$ cat config.mk
export PLATFORM = sky130hd
export DESIGN_NAME = http_request_head_parser_top_flat
export DESIGN_NICKNAME = d
export VERILOG_FILES = /design/src/design/hrhp_pkg.sv /design/src/design/hrhp_if.sv /design/src/design/hrhp_front.sv /design/src/design/hrhp_queue.sv /design/src/design/hrhp_back.sv /design/src/design/http_request_head_parser_top.sv /design/src/flat_wrapper.sv
export SDC_FILE = /design/constraint.sdc
export NUM_CORES = 1
export LEC_CHECK = 0
export BUFFER_PORTS_ARGS = -buffer_cell sky130_fd_sc_hd__buf_2
export CAP_MARGIN = 40
export CORE_AREA = 2 2 179 181
export CTS_CLUSTER_DIAMETER = 60
export DETAILED_ROUTE_END_ITERATION = 8
export DIE_AREA = 0 0 181 183
export MAX_ROUTING_LAYER = met4
export PLACE_DENSITY = 0.49
export SLEW_MARGIN = 40
export SYNTH_ARGS = -nofsm -noshare
export SYNTH_HDL_FRONTEND = slang
export SYNTH_SLANG_ARGS = --single-unit
$ cat constraint.sdc
create_clock -name clk -period 5 [get_ports clk]
set_input_delay 1 -clock clk [delete_from_list [all_inputs] [get_ports clk]]
set_output_delay 1 -clock clk [all_outputs]
set_load 0.05 [all_outputs]
$ cat src/design/hrhp_pkg.sv
// Shared types, constants and helpers of the HTTP request head parser.
// Depends on nothing; every other design file imports it.
package hrhp_pkg;

	localparam int DATA_W = 8;
	localparam int OFS_W = 12;
	localparam int HDR_W = 6;
	localparam int EV_W = 3;
	localparam int MATCH_W = 3;
	localparam int CFG_DATA_W = 32;
	localparam int CFG_ADDR_W = 3;

	// Defaults of the top-level parameters.
	localparam int BUF_BYTES_DEF = 4096;
	localparam int QUEUE_DEPTH_DEF = 2;

	// Headers at or past this ordinal are never recorded, whatever the register says.
	localparam int MAX_HEADERS = 64;

	localparam logic [HDR_W-1:0] HEADER_LIMIT_RESET = HDR_W'(15);

	// Register indexes of the configuration port.
	localparam logic [CFG_ADDR_W-3:0] REG_HEADER_LIMIT = '0;

	// Method word progress: letters matched so far, or a mismatch.
	localparam logic [MATCH_W-1:0] MATCH_NONE = MATCH_W'(0);
	localparam logic [MATCH_W-1:0] MATCH_ONE = MATCH_W'(1);
	localparam logic [MATCH_W-1:0] MATCH_BAD = MATCH_W'(7);
	localparam logic [MATCH_W-1:0] GET_LEN = MATCH_W'(4);
	localparam logic [MATCH_W-1:0] POST_LEN = MATCH_W'(5);

	// Characters of the grammar.
	localparam logic [DATA_W-1:0] CH_SPACE = " ";
	localparam logic [DATA_W-1:0] CH_SLASH = "/";
	localparam logic [DATA_W-1:0] CH_COLON = ":";
	localparam logic [DATA_W-1:0] CH_DOT = ".";
	localparam logic [DATA_W-1:0] CH_DASH = "-";
	localparam logic [DATA_W-1:0] CH_LF = 8'h0A;
	localparam logic [DATA_W-1:0] CH_ONE = "1";
	localparam logic [DATA_W-1:0] CH_G = "G";
	localparam logic [DATA_W-1:0] CH_E = "E";
	localparam logic [DATA_W-1:0] CH_T = "T";
	localparam logic [DATA_W-1:0] CH_P = "P";
	localparam logic [DATA_W-1:0] CH_O = "O";
	localparam logic [DATA_W-1:0] CH_S = "S";
	localparam logic [DATA_W-1:0] CH_UA = "A";
	localparam logic [DATA_W-1:0] CH_UZ = "Z";
	localparam logic [DATA_W-1:0] CH_LA = "a";
	localparam logic [DATA_W-1:0] CH_LZ = "z";

	// Result events.
	typedef enum logic [EV_W-1:0] {
		EV_NONE = 3'd0,
		EV_URI = 3'd1,
		EV_HEADER = 3'd2,
		EV_DONE = 3'd3,
		EV_ERROR = 3'd4
	} ev_t;

	// Parser phases, one-hot.
	typedef enum logic [13:0] {
		PH_START = 14'b00000000000001,
		PH_METHOD = 14'b00000000000010,
		PH_URI = 14'b00000000000100,
		PH_PROTO = 14'b00000000001000,
		PH_MAJOR = 14'b00000000010000,
		PH_MINOR = 14'b00000000100000,
		PH_HSTART = 14'b00000001000000,
		PH_KEY = 14'b00000010000000,
		PH_COLON = 14'b00000100000000,
		PH_SPACE = 14'b00001000000000,
		PH_VALUE = 14'b00010000000000,
		PH_VDONE = 14'b00100000000000,
		PH_DONE = 14'b01000000000000,
		PH_ERROR = 14'b10000000000000
	} phase_t;

	// A received word together with its character class.
	typedef struct packed {
		logic [DATA_W-1:0] data;
		logic begin_req;
		logic upper;
		logic lower;
		logic space;
		logic slash;
		logic colon;
		logic dot;
		logic lf;
		logic dash;
		logic one;
	} hrhp_byte_t;

	// Expected letter of the method word at a given place.
	function automatic logic [DATA_W-1:0] method_char(input logic post,
			input logic [MATCH_W-1:0] n);
		logic [DATA_W-1:0] c;
		c = '0;
		case ({post, n})
			{1'b0, 3'd0}: c = CH_G;
			{1'b0, 3'd1}: c = CH_E;
			{1'b0, 3'd2}: c = CH_T;
			{1'b0, 3'd3}: c = CH_SPACE;
			{1'b1, 3'd0}: c = CH_P;
			{1'b1, 3'd1}: c = CH_O;
			{1'b1, 3'd2}: c = CH_S;
			{1'b1, 3'd3}: c = CH_T;
			{1'b1, 3'd4}: c = CH_SPACE;
			default: c = '0;
		endcase
		return c;
	endfunction

endpackage

$ cat src/design/hrhp_if.sv
// Handshake channels of the HTTP request head parser: request words in,
// parse events out. Depends on hrhp_pkg.
interface hrhp_in_if;
	import hrhp_pkg::*;
	logic valid;
	logic ready;
	logic [DATA_W-1:0] data_byte;
	logic begin_request;
	modport source(output valid, input ready, output data_byte, output begin_request);
	modport sink(input valid, output ready, input data_byte, input begin_request);
endinterface

interface hrhp_out_if;
	import hrhp_pkg::*;
	logic valid;
	logic ready;
	logic [EV_W-1:0] event_res;
	logic method_post;
	logic [OFS_W-1:0] span_start;
	logic [OFS_W-1:0] span_len;
	logic [OFS_W-1:0] value_start;
	logic [OFS_W-1:0] value_len;
	logic [HDR_W-1:0] header_index;
	logic header_kept;
	modport source(output valid, input ready, output event_res, output method_post,
		output span_start, output span_len, output value_start, output value_len,
		output header_index, output header_kept);
	modport sink(input valid, output ready, input event_res, input method_post,
		input span_start, input span_len, input value_start, input value_len,
		input header_index, input header_kept);
endinterface

$ cat src/design/hrhp_front.sv
// Front stage: accepts request words and registers them with their character class.
// Depends on hrhp_pkg and hrhp_in_if.
module hrhp_front (
	input logic clk,
	input logic arst_n,
	hrhp_in_if.sink in_ch,
	output hrhp_pkg::hrhp_byte_t item_s1,
	output logic valid_s1,
	input logic q_ready
);
	import hrhp_pkg::*;

	hrhp_byte_t cls;

	// The stage takes a word whenever it is empty or drains into the queue.
	assign in_ch.ready = !valid_s1 || q_ready;

	// Character classes that the parser tests.
	always_comb begin
		cls.data = in_ch.data_byte;
		cls.begin_req = in_ch.begin_request;
		cls.upper = (in_ch.data_byte >= CH_UA) && (in_ch.data_byte <= CH_UZ);
		cls.lower = (in_ch.data_byte >= CH_LA) && (in_ch.data_byte <= CH_LZ);
		cls.space = in_ch.data_byte == CH_SPACE;
		cls.slash = in_ch.data_byte == CH_SLASH;
		cls.colon = in_ch.data_byte == CH_COLON;
		cls.dot = in_ch.data_byte == CH_DOT;
		cls.lf = in_ch.data_byte == CH_LF;
		cls.dash = in_ch.data_byte == CH_DASH;
		cls.one = in_ch.data_byte == CH_ONE;
	end

	always_ff @(posedge clk or negedge arst_n) begin
		if (!arst_n) begin
			valid_s1 <= 1'b0;
		end else if (in_ch.ready) begin
			valid_s1 <= in_ch.valid;
		end
	end

	always_ff @(posedge clk) begin
		if (in_ch.valid && in_ch.ready) begin
			item_s1 <= cls;
		end
	end

endmodule

$ cat src/design/hrhp_queue.sv
// Short queue of classified words between the front stage and the parser.
// Depends on hrhp_pkg.
module hrhp_queue #(
	parameter int DEPTH = hrhp_pkg::QUEUE_DEPTH_DEF
) (
	input logic clk,
	input logic arst_n,
	input logic push_valid,
	output logic push_ready,
	input hrhp_pkg::hrhp_byte_t push_data,
	output logic pop_valid,
	input logic pop_ready,
	output hrhp_pkg::hrhp_byte_t pop_data
);
	import hrhp_pkg::*;

	localparam int PTR_W = (DEPTH > 1) ? $clog2(DEPTH) : 1;
	localparam int CNT_W = $clog2(DEPTH + 1);

	hrhp_byte_t mem_q [DEPTH];
	logic [PTR_W-1:0] wr_ptr_q;
	logic [PTR_W-1:0] rd_ptr_q;
	logic [CNT_W-1:0] count_q;
	logic push;
	logic pop;

	assign push_ready = count_q != CNT_W'(DEPTH);
	assign pop_valid = count_q != '0;
	assign push = push_valid && push_ready;
	assign pop = pop_valid && pop_ready;
	assign pop_data = mem_q[rd_ptr_q];

	// Pointers wrap at the depth, which need not be a power of two.
	always_ff @(posedge clk or negedge arst_n) begin
		if (!arst_n) begin
			wr_ptr_q <= '0;
			rd_ptr_q <= '0;
			count_q <= '0;
		end else begin
			if (push) begin
				wr_ptr_q <= (wr_ptr_q == PTR_W'(DEPTH - 1)) ? '0 : wr_ptr_q + 1'b1;
			end
			if (pop) begin
				rd_ptr_q <= (rd_ptr_q == PTR_W'(DEPTH - 1)) ? '0 : rd_ptr_q + 1'b1;
			end
			if (push && !pop) begin
				count_q <= count_q + 1'b1;
			end else if (pop && !push) begin
				count_q <= count_q - 1'b1;
			end
		end
	end

	always_ff @(posedge clk) begin
		if (push) begin
			mem_q[wr_ptr_q] <= push_data;
		end
	end

`ifndef SYNTHESIS
	// The fill count moves by exactly one word per one-sided transfer.
	a_count_step: assert property (@(posedge clk) disable iff (!arst_n)
		(push && !pop) |=> (count_q == $past(count_q) + 1'b1))
		else $error("queue count did not follow a push");
`endif

endmodule

$ cat src/design/hrhp_back.sv
// Back stage: the request head state machine and the result register.
// Depends on hrhp_pkg and hrhp_out_if.
module hrhp_back #(
	parameter int BUF_BYTES = hrhp_pkg::BUF_BYTES_DEF
) (
	input logic clk,
	input logic arst_n,
	input hrhp_pkg::hrhp_byte_t item,
	input logic item_valid,
	output logic item_ready,
	input logic [hrhp_pkg::HDR_W-1:0] header_limit,
	hrhp_out_if.source out_ch
);
	import hrhp_pkg::*;

	localparam int POS_W = $clog2(BUF_BYTES + 1);
	localparam int MAXH1 = MAX_HEADERS - 1;

	// Parser state.
	phase_t phase_q;
	logic [POS_W-1:0] pos_q;
	logic [OFS_W-1:0] mark_q;
	logic [OFS_W-1:0] key_start_q;
	logic [OFS_W-1:0] key_len_q;
	logic [MATCH_W-1:0] match_q;
	logic is_post_q;
	logic [HDR_W-1:0] count_q;

	// State as seen by this word, after an optional restart.
	phase_t phase_e;
	logic [POS_W-1:0] pos_e;
	logic [OFS_W-1:0] pos_o;
	logic [OFS_W-1:0] mark_e;
	logic [OFS_W-1:0] key_start_e;
	logic [OFS_W-1:0] key_len_e;
	logic [MATCH_W-1:0] match_e;
	logic is_post_e;
	logic [HDR_W-1:0] count_e;

	// Next state.
	phase_t phase_d;
	logic [POS_W-1:0] pos_d;
	logic [OFS_W-1:0] mark_d;
	logic [OFS_W-1:0] key_start_d;
	logic [OFS_W-1:0] key_len_d;
	logic [MATCH_W-1:0] match_d;
	logic is_post_d;
	logic [HDR_W-1:0] count_d;

	// Result of this word.
	ev_t ev;
	logic [OFS_W-1:0] s0;
	logic [OFS_W-1:0] s1;
	logic [OFS_W-1:0] v0;
	logic [OFS_W-1:0] v1;
	logic [HDR_W-1:0] idx;
	logic kept;
	logic bad;
	logic [HDR_W-1:0] limit;
	logic [MATCH_W-1:0] word_len;

	// Result register.
	logic out_valid_q;
	ev_t ev_q;
	logic post_q;
	logic [OFS_W-1:0] s0_q;
	logic [OFS_W-1:0] s1_q;
	logic [OFS_W-1:0] v0_q;
	logic [OFS_W-1:0] v1_q;
	logic [HDR_W-1:0] idx_q;
	logic kept_q;

	logic pop;

	// A word is taken whenever the result register is free or being emptied.
	assign item_ready = !out_valid_q || out_ch.ready;
	assign pop = item_valid && item_ready;

	// A new request clears the parser before its first word is looked at.
	always_comb begin
		phase_e = item.begin_req ? PH_START : phase_q;
		pos_e = item.begin_req ? '0 : pos_q;
		mark_e = item.begin_req ? '0 : mark_q;
		key_start_e = item.begin_req ? '0 : key_start_q;
		key_len_e = item.begin_req ? '0 : key_len_q;
		match_e = item.begin_req ? MATCH_NONE : match_q;
		is_post_e = item.begin_req ? 1'b0 : is_post_q;
		count_e = item.begin_req ? '0 : count_q;
		pos_o = OFS_W'(pos_e);
		word_len = is_post_e ? POST_LEN : GET_LEN;
		limit = (int'(header_limit) > MAXH1) ? HDR_W'(MAXH1) : header_limit;
	end

	// One grammar step per word.
	always_comb begin
		phase_d = phase_e;
		mark_d = mark_e;
		key_start_d = key_start_e;
		key_len_d = key_len_e;
		match_d = match_e;
		is_post_d = is_post_e;
		count_d = count_e;
		ev = EV_NONE;
		s0 = '0;
		s1 = '0;
		v0 = '0;
		v1 = '0;
		idx = '0;
		kept = 1'b0;
		bad = 1'b0;
		if (phase_e == PH_DONE) begin
			ev = EV_NONE;
		end else if (phase_e == PH_ERROR || pos_e >= POS_W'(BUF_BYTES)) begin
			bad = 1'b1;
		end else begin
			case (phase_e)
				PH_START: begin
					if (!item.upper) begin
						bad = 1'b1;
					end else begin
						if (item.data == CH_P) begin
							is_post_d = 1'b1;
							match_d = MATCH_ONE;
						end else if (item.data == CH_G) begin
							is_post_d = 1'b0;
							match_d = MATCH_ONE;
						end else begin
							match_d = MATCH_BAD;
						end
						phase_d = PH_METHOD;
					end
				end
				PH_METHOD: begin
					if (item.upper || item.space) begin
						if (match_e >= word_len) begin
							match_d = MATCH_BAD;
						end else if (item.data == method_char(is_post_e, match_e)) begin
							match_d = match_e + 1'b1;
						end else begin
							match_d = MATCH_BAD;
						end
					end else if (item.slash && match_e == word_len) begin
						mark_d = pos_o;
						phase_d = PH_URI;
					end else begin
						bad = 1'b1;
					end
				end
				PH_URI: begin
					if (item.space) begin
						ev = EV_URI;
						s0 = mark_e;
						s1 = pos_o - mark_e;
						mark_d = pos_o;
						phase_d = PH_PROTO;
					end
				end
				PH_PROTO: begin
					if (item.slash) begin
						phase_d = PH_MAJOR;
					end else if (!item.upper) begin
						bad = 1'b1;
					end
				end
				PH_MAJOR: begin
					if (item.dot) begin
						phase_d = PH_MINOR;
					end
				end
				PH_MINOR: begin
					if (item.lf) begin
						mark_d = pos_o + 1'b1;
						phase_d = PH_HSTART;
					end else if (!item.one) begin
						bad = 1'b1;
					end
				end
				PH_HSTART: begin
					if (item.upper) begin
						phase_d = PH_KEY;
					end else begin
						bad = 1'b1;
					end
				end
				PH_KEY: begin
					if (item.colon) begin
						key_start_d = mark_e;
						key_len_d = pos_o - mark_e;
						phase_d = PH_COLON;
					end else if (!(item.upper || item.lower || item.dash)) begin
						bad = 1'b1;
					end
				end
				PH_COLON: begin
					if (item.space) begin
						phase_d = PH_SPACE;
					end else begin
						bad = 1'b1;
					end
				end
				PH_SPACE: begin
					if (item.upper || item.lower) begin
						mark_d = pos_o;
						phase_d = PH_VALUE;
					end else begin
						bad = 1'b1;
					end
				end
				PH_VALUE: begin
					if (item.lf) begin
						ev = EV_HEADER;
						s0 = key_start_e;
						s1 = key_len_e;
						v0 = mark_e;
						v1 = pos_o - mark_e;
						if (count_e < limit) begin
							kept = 1'b1;
							idx = count_e;
							count_d = count_e + 1'b1;
						end
						phase_d = PH_VDONE;
					end
				end
				PH_VDONE: begin
					if (item.upper) begin
						mark_d = pos_o;
						phase_d = PH_KEY;
					end else if (item.lf) begin
						ev = EV_DONE;
						phase_d = PH_DONE;
					end else begin
						bad = 1'b1;
					end
				end
				default: begin
					bad = 1'b1;
				end
			endcase
		end
		if (bad) begin
			phase_d = PH_ERROR;
			ev = EV_ERROR;
			s0 = '0;
			s1 = '0;
			v0 = '0;
			v1 = '0;
			idx = '0;
			kept = 1'b0;
		end
		// The position stops counting once it reaches the buffer size.
		pos_d = (pos_e < POS_W'(BUF_BYTES)) ? pos_e + 1'b1 : pos_e;
	end

	always_ff @(posedge clk or negedge arst_n) begin
		if (!arst_n) begin
			phase_q <= PH_START;
			pos_q <= '0;
			mark_q <= '0;
			key_start_q <= '0;
			key_len_q <= '0;
			match_q <= MATCH_NONE;
			is_post_q <= 1'b0;
			count_q <= '0;
		end else if (pop) begin
			phase_q <= phase_d;
			pos_q <= pos_d;
			mark_q <= mark_d;
			key_start_q <= key_start_d;
			key_len_q <= key_len_d;
			match_q <= match_d;
			is_post_q <= is_post_d;
			count_q <= count_d;
		end
	end

	// The result register holds one word of results until it is taken.
	always_ff @(posedge clk or negedge arst_n) begin
		if (!arst_n) begin
			out_valid_q <= 1'b0;
		end else if (pop) begin
			out_valid_q <= 1'b1;
		end else if (out_ch.ready) begin
			out_valid_q <= 1'b0;
		end
	end

	always_ff @(posedge clk) begin
		if (pop) begin
			ev_q <= ev;
			post_q <= is_post_d;
			s0_q <= s0;
			s1_q <= s1;
			v0_q <= v0;
			v1_q <= v1;
			idx_q <= idx;
			kept_q <= kept;
		end
	end

	assign out_ch.valid = out_valid_q;
	assign out_ch.event_res = ev_q;
	assign out_ch.method_post = post_q;
	assign out_ch.span_start = s0_q;
	assign out_ch.span_len = s1_q;
	assign out_ch.value_start = v0_q;
	assign out_ch.value_len = v1_q;
	assign out_ch.header_index = idx_q;
	assign out_ch.header_kept = kept_q;

`ifndef SYNTHESIS
	// Every word taken leaves a result waiting in the next cycle.
	a_pop_fills: assert property (@(posedge clk) disable iff (!arst_n)
		pop |=> out_valid_q)
		else $error("word taken without a result");

	// The error phase holds until a new request begins.
	a_error_sticky: assert property (@(posedge clk) disable iff (!arst_n)
		(pop && phase_q == PH_ERROR && !item.begin_req) |=> (ev_q == EV_ERROR))
		else $error("error phase left without a new request");

	// An error result carries no spans.
	a_error_clean: assert property (@(posedge clk) disable iff (!arst_n)
		(out_valid_q && ev_q == EV_ERROR) |->
		(s0_q == '0 && s1_q == '0 && v0_q == '0 && v1_q == '0 && !kept_q))
		else $error("error result with span data");
`endif

endmodule

$ cat src/design/http_request_head_parser_top.sv
// Top level of the HTTP request head parser: channels, configuration port and
// the front, queue and back parts. Depends on hrhp_pkg, hrhp_if and the parts.
//
// The block takes one request word per cycle unless stalled and returns one parse
// event per word, in order. The rate is set by the parser's state machine; the
// front classifier, the two-entry queue and the result register let input and
// output stall independently. begin_request restarts parsing at that word;
// header_limit is written through the APB port at byte address 0 while idle, a
// rule for the user that the block does not enforce.
module http_request_head_parser_top #(
	parameter int BUF_BYTES = hrhp_pkg::BUF_BYTES_DEF,
	parameter int QUEUE_DEPTH = hrhp_pkg::QUEUE_DEPTH_DEF
) (
	input logic clk,
	input logic arst_n,
	hrhp_in_if.sink in_ch,
	hrhp_out_if.source out_ch,
	input logic psel,
	input logic penable,
	input logic pwrite,
	input logic [hrhp_pkg::CFG_ADDR_W-1:0] paddr,
	input logic [hrhp_pkg::CFG_DATA_W-1:0] pwdata,
	output logic [hrhp_pkg::CFG_DATA_W-1:0] prdata,
	output logic pready
);
	import hrhp_pkg::*;

	logic [HDR_W-1:0] header_limit_q;
	logic [CFG_ADDR_W-3:0] reg_index;
	hrhp_byte_t front_item_s1;
	logic front_valid_s1;
	logic q_push_ready;
	hrhp_byte_t q_item;
	logic q_valid;
	logic back_ready;

	// Configuration register access.
	assign pready = 1'b1;
	assign reg_index = paddr[CFG_ADDR_W-1:2];

	always_ff @(posedge clk or negedge arst_n) begin
		if (!arst_n) begin
			header_limit_q <= HEADER_LIMIT_RESET;
		end else if (psel && penable && pwrite && pready && reg_index == REG_HEADER_LIMIT) begin
			header_limit_q <= pwdata[HDR_W-1:0];
		end
	end

	always_comb begin
		prdata = '0;
		if (reg_index == REG_HEADER_LIMIT) begin
			prdata = CFG_DATA_W'(header_limit_q);
		end
	end

	hrhp_front u_front (
		.clk(clk),
		.arst_n(arst_n),
		.in_ch(in_ch),
		.item_s1(front_item_s1),
		.valid_s1(front_valid_s1),
		.q_ready(q_push_ready)
	);

	hrhp_queue #(
		.DEPTH(QUEUE_DEPTH)
	) u_queue (
		.clk(clk),
		.arst_n(arst_n),
		.push_valid(front_valid_s1),
		.push_ready(q_push_ready),
		.push_data(front_item_s1),
		.pop_valid(q_valid),
		.pop_ready(back_ready),
		.pop_data(q_item)
	);

	hrhp_back #(
		.BUF_BYTES(BUF_BYTES)
	) u_back (
		.clk(clk),
		.arst_n(arst_n),
		.item(q_item),
		.item_valid(q_valid),
		.item_ready(back_ready),
		.header_limit(header_limit_q),
		.out_ch(out_ch)
	);

endmodule

$ cat src/flat_wrapper.sv
// flat-port wrapper written by rule: the top's interface ports become plain ports
module http_request_head_parser_top_flat import hrhp_pkg::*;
#(
	parameter int BUF_BYTES = hrhp_pkg::BUF_BYTES_DEF,
	parameter int QUEUE_DEPTH = hrhp_pkg::QUEUE_DEPTH_DEF
)
  (clk, arst_n, psel, penable, pwrite, paddr, pwdata, prdata, pready, in_ch_valid, in_ch_ready, in_ch_data_byte, in_ch_begin_request, out_ch_valid, out_ch_ready, out_ch_event_res, out_ch_method_post, out_ch_span_start, out_ch_span_len, out_ch_value_start, out_ch_value_len, out_ch_header_index, out_ch_header_kept);
  hrhp_in_if in_ch_i ();
  hrhp_out_if out_ch_i ();
  input logic clk;
  input logic arst_n;
  input logic psel;
  input logic penable;
  input logic pwrite;
  input logic [hrhp_pkg::CFG_ADDR_W-1:0] paddr;
  input logic [hrhp_pkg::CFG_DATA_W-1:0] pwdata;
  output logic [hrhp_pkg::CFG_DATA_W-1:0] prdata;
  output logic pready;
  input wire logic [$bits(in_ch_i.valid)-1:0] in_ch_valid;
  output wire logic [$bits(in_ch_i.ready)-1:0] in_ch_ready;
  input wire logic [$bits(in_ch_i.data_byte)-1:0] in_ch_data_byte;
  input wire logic [$bits(in_ch_i.begin_request)-1:0] in_ch_begin_request;
  output wire logic [$bits(out_ch_i.valid)-1:0] out_ch_valid;
  input wire logic [$bits(out_ch_i.ready)-1:0] out_ch_ready;
  output wire logic [$bits(out_ch_i.event_res)-1:0] out_ch_event_res;
  output wire logic [$bits(out_ch_i.method_post)-1:0] out_ch_method_post;
  output wire logic [$bits(out_ch_i.span_start)-1:0] out_ch_span_start;
  output wire logic [$bits(out_ch_i.span_len)-1:0] out_ch_span_len;
  output wire logic [$bits(out_ch_i.value_start)-1:0] out_ch_value_start;
  output wire logic [$bits(out_ch_i.value_len)-1:0] out_ch_value_len;
  output wire logic [$bits(out_ch_i.header_index)-1:0] out_ch_header_index;
  output wire logic [$bits(out_ch_i.header_kept)-1:0] out_ch_header_kept;
  assign in_ch_i.valid = in_ch_valid;
  assign in_ch_ready = in_ch_i.ready;
  assign in_ch_i.data_byte = in_ch_data_byte;
  assign in_ch_i.begin_request = in_ch_begin_request;
  assign out_ch_valid = out_ch_i.valid;
  assign out_ch_i.ready = out_ch_ready;
  assign out_ch_event_res = out_ch_i.event_res;
  assign out_ch_method_post = out_ch_i.method_post;
  assign out_ch_span_start = out_ch_i.span_start;
  assign out_ch_span_len = out_ch_i.span_len;
  assign out_ch_value_start = out_ch_i.value_start;
  assign out_ch_value_len = out_ch_i.value_len;
  assign out_ch_header_index = out_ch_i.header_index;
  assign out_ch_header_kept = out_ch_i.header_kept;
  http_request_head_parser_top #(.BUF_BYTES(BUF_BYTES), .QUEUE_DEPTH(QUEUE_DEPTH)) u_core (.clk(clk), .arst_n(arst_n), .in_ch(in_ch_i), .out_ch(out_ch_i), .psel(psel), .penable(penable), .pwrite(pwrite), .paddr(paddr), .pwdata(pwdata), .prdata(prdata), .pready(pready));
endmodule
==> flow_summary_export.csv <==
group,metric,value,unit
logic_synthesis,synth_ff_type,"edfxtp_1",
logic_synthesis,netlist_instances,1060,
placement,dpl_worst_slack,1.220,ns
clock_network,clk_pin_slew_worst_paths,0.08,ns
timing,fin_worst_skew,0.01227,ns
setup_path,criticalPathCategory,"register to register",
setup_path,slowest_stage,"mux2_2",
logic_synthesis,synth_area_leaders,"edfxtp_1, dfrtp_1, nand2_1",
logic_synthesis,yosysMostFrequentCell,"nand2_1",
setup_path,crit_required,5.28,ns
pwr,peakVddDrop,0.0002895,V
timing,slew_viol_final,0,
setup_path,crit_fanout,32,
timing,fin_ws,1.118,ns
clock_network,htree_levels,4,
setup_path,rr_worst_depth,9,
routing,dr.pass1.iters,5,
flow_run,cap_viol_max_count,0,
finish,final_nets,1216,
routing,drcViolationCount,0,
logic_synthesis,seq_area_frac_synth,51.10,%
timing,finalCritPeriodShare,77.63,%
hold_path,min_to,"u_core.u_queue.mem_q[1][15]$_DFFE_PP_",
clock_network,cts_tree,"yes",
logic_synthesis,synth_edf_count,113,
routing,via_per_inst,5.336,
clock_network,ctsResizeCount,0,
pwr,p_leak,0.004813,uW
clock_network,clock_latency,0.44,ns
timing,hold_viol_final,0,
logic_synthesis,post-synth-top-area-fraction,31.37,%
floorplan,core.rowCount,65,
routing,drtAntennaViolNets,0,
grt,grt_use_total,18.12,%
setup_path,cp-startpoint,"u_core.u_queue.rd_ptr_q$_DFFE_PN0P_",
logic_synthesis,ys_warn_count,0,
timing,setup_viol,0,
logic_synthesis,ys_ff_latch,198,
timing,worst_pin_slew,0.7533,ns
clock_network,cts.sink_count,198,
clock_network,cts_setup_buffers,0,
logic_synthesis,avgSynthCellArea,10.20,um^2
timing,fin_crit,3.882,ns
finish,n_antenna_cell,0,
setup_path,critPathCaptureType,"register",
floorplan,fp.coreArea,31230,um^2
placement,dp_hpwl,19.97,mm
logic_synthesis,synth_area_leader_cell,"edfxtp_1",
grt,grt_pass1_vias,8093,
routing,drt-initial-drc-count,745,
pwr,power_density,532.1,nW/um^2
logic_synthesis,synth_common_cells,"nand2_1, edfxtp_1, nor2_1, dfrtp_1, o21ai_0",
logic_synthesis,ys_async_sr_fraction,42.93,%
routing,avgRoutedWirePerCell,18.09,um
hold_path,hp-class,"register to register",
setup_path,slowest_delay,0.65,ns
floorplan,fp.dieW,181,um
routing,dr_total_vias,8314,
grt,grt_max_degree,52,
status,status,"completed",
setup_path,r2r_end,"u_core.u_back.out_ch.span_len[11]$_SDFFCE_PP0P_",
placement,dpl.cell_count,1525,
routing,wl,28.19,mm
timing,rsz0062_at_grt,"no",
logic_synthesis,yosys.cell_types.count,90,
floorplan,initial_core_util,34.63,%
setup_path,cp_num_buf_inv,1,
finish,drive_above_1_share,17.91,%
floorplan,die_y,183,um
setup_path,worstPathCellList,"buf_4 > mux2_2 > nor4_2 > and2_1 > nor3_1 > a31oi_4 > nor3b_4 > nand2_4 > a21oi_1",
timing,fin_setup_tns,0,ns
timing,fmax,257.6,MHz
clock_network,root_buffer,"clkbuf_16",
placement,place.gp.congestion,0.8803,
finish,area_delta_synth_final,12.68,%
clock_network,numCtsBuffers,17,
logic_synthesis,netlist_area,10820,um^2
setup_path,cpLargestDelayFamily,"simple AND/OR/NAND/NOR gates",
hold_path,whs_path_depth,0,
placement,numPortBuffers,89,
floorplan,die-area,33120,um^2
clock_network,cts_hold_buffers,0,
setup_path,r2r_start,"u_core.u_queue.rd_ptr_q$_DFFE_PN0P_",
finish,stdcell_count,1558,
setup_path,crit_arrival,4.16,ns
hold_path,worstHoldStart,"u_core.u_front.item_s1[15]$_DFFE_PP_",
grt,overflow,0,
setup_path,ff2ff_setup_slack,1.12,ns
grt,antenna_found_initial,0,
clock_network,cts.path.max_buffers,2,
floorplan,ios,145,
setup_path,start_kind,"register",
grt,grt_pass1_wl,45.57,mm
timing,relSlewSlack,49.25,%
-- worst max path at each step --
stage | end | slack, ns | cells after the start
floorplan | u_core.u_back.pos_q[3]$_DFFE_PN0P_ | 0.88 | 7
global placement | u_core.u_back.out_ch.span_len[11]$_SDFFCE_PP0P_ | 1.24 | 9
detailed placement | u_core.u_back.out_ch.span_len[11]$_SDFFCE_PP0P_ | 1.22 | 9
CTS | u_core.u_back.out_ch.span_len[11]$_SDFFCE_PP0P_ | 1.18 | 9
global route | u_core.u_back.mark_q[1]$_DFFE_PN0P_ | 0.97 | 11
finish | u_core.u_back.out_ch.span_len[11]$_SDFFCE_PP0P_ | 1.12 | 9
-- per-stage QoR --
step | utilization [%] | instance area (um^2) | total power (uW) | hold WS, ns
global route | 39.02 | 12190 | 6873 | 0.4640
finish | 39.02 | 12190 | 6485 | 0.4387
floorplan | - | 10910 | 4401 | 0.4215
detailed placement | 37.18 | 11610 | 5179 | 0.4296
global placement | 37.16 | 11600 | 5168 | 0.4259
CTS | 38.97 | 12170 | 6523 | 0.4437
-- logic make-up (layout without fill, tap and decap cells) --
group	Yosys count	in the layout	share of synthesized area (%)
and+or+nand+nor	458	458	22.78
buffers and inverters	99	170	4.998
AOI/OAI and AO/OA	227	227	13.56
DFF	198	198	51.10
other	2	27	0.06944
xor gates and xnor gates	26	26	2.106
adders and majority gates	22	22	2.615
muxes	28	28	2.776
-- power by group --
group	switching, uW	total, uW	internal, uW
registers	203	2360	2160
clock network	635	1330	697
logic	2050	2790	742
-- sequential cells by signal (all words and copies together), names as in the netlist, 13 cells and up --
name	cells
u_core.u_back.pos_q	13
u_core.u_front.item_s1	18
u_core.u_queue.mem_q	36
u_core.u_back.phase_q	14
-- final cells by class --
type                    instances  area, um^2
inverters                      25       98.84
multi-input cells             788        4863
flip-flops and latches        198        5527
well taps                     402       503.0
clock buffers                  20       436.7
fillers                      3200       19040
repair buffers                113       635.6
clock inverters                12       122.6
-- worst reg2reg max path: cells and delay by family, from the launching register on --
kind,cells,cell delay (ns)
and+or+nand+nor,5,1.73
muxes,1,0.65
AOI/OAI and AO/OA,2,0.52
DFF,1,0.41
buffers and inverters,1,0.41
-- layer usage --
layer  up-vias  part of all wire, %  GRT usage [%]
met4         0                  1.9          5.268
met2       234                   46          28.51
met3        46                  4.4          3.177
met5         -                    0              -
li1       3980                    -              -
met1      4054                   48          24.13
-- cells in the final DEF (no fill, tap or decap), types with 5 or more instances in the layout --
| cell | n |
|---|---|
| nand2_1 | 128 |
| edfxtp_1 | 113 |
| nor2_1 | 102 |
| buf_2 | 88 |
| dfrtp_1 | 80 |
| o21ai_0 | 69 |
| a21oi_1 | 43 |
| nor3_1 | 32 |
| nand3_1 | 28 |
| conb_1 | 27 |
| and2_1 | 24 |
| inv_1 | 23 |
| buf_4 | 23 |
| nor2_4 | 21 |
| ha_1 | 21 |
| nor2b_1 | 18 |
| clkbuf_16 | 17 |
| mux2i_1 | 14 |
| o21ai_1 | 14 |
| nand2b_1 | 13 |
| xnor2_1 | 13 |
| mux2_2 | 13 |
| xor2_1 | 13 |
| nor4_1 | 12 |
| and3_1 | 11 |
| o31ai_1 | 11 |
| nand4_1 | 10 |
| a22oi_1 | 10 |
| a31oi_1 | 9 |
| a2bb2oi_1 | 9 |
| a211oi_1 | 8 |
| nand3b_1 | 7 |
| a22o_1 | 7 |
| or3_1 | 6 |
| and4_1 | 5 |
| or4_1 | 5 |
| clkinv_4 | 5 |
| dfstp_2 | 5 |
No activity file was read; power rests on OpenSTA's default activity.
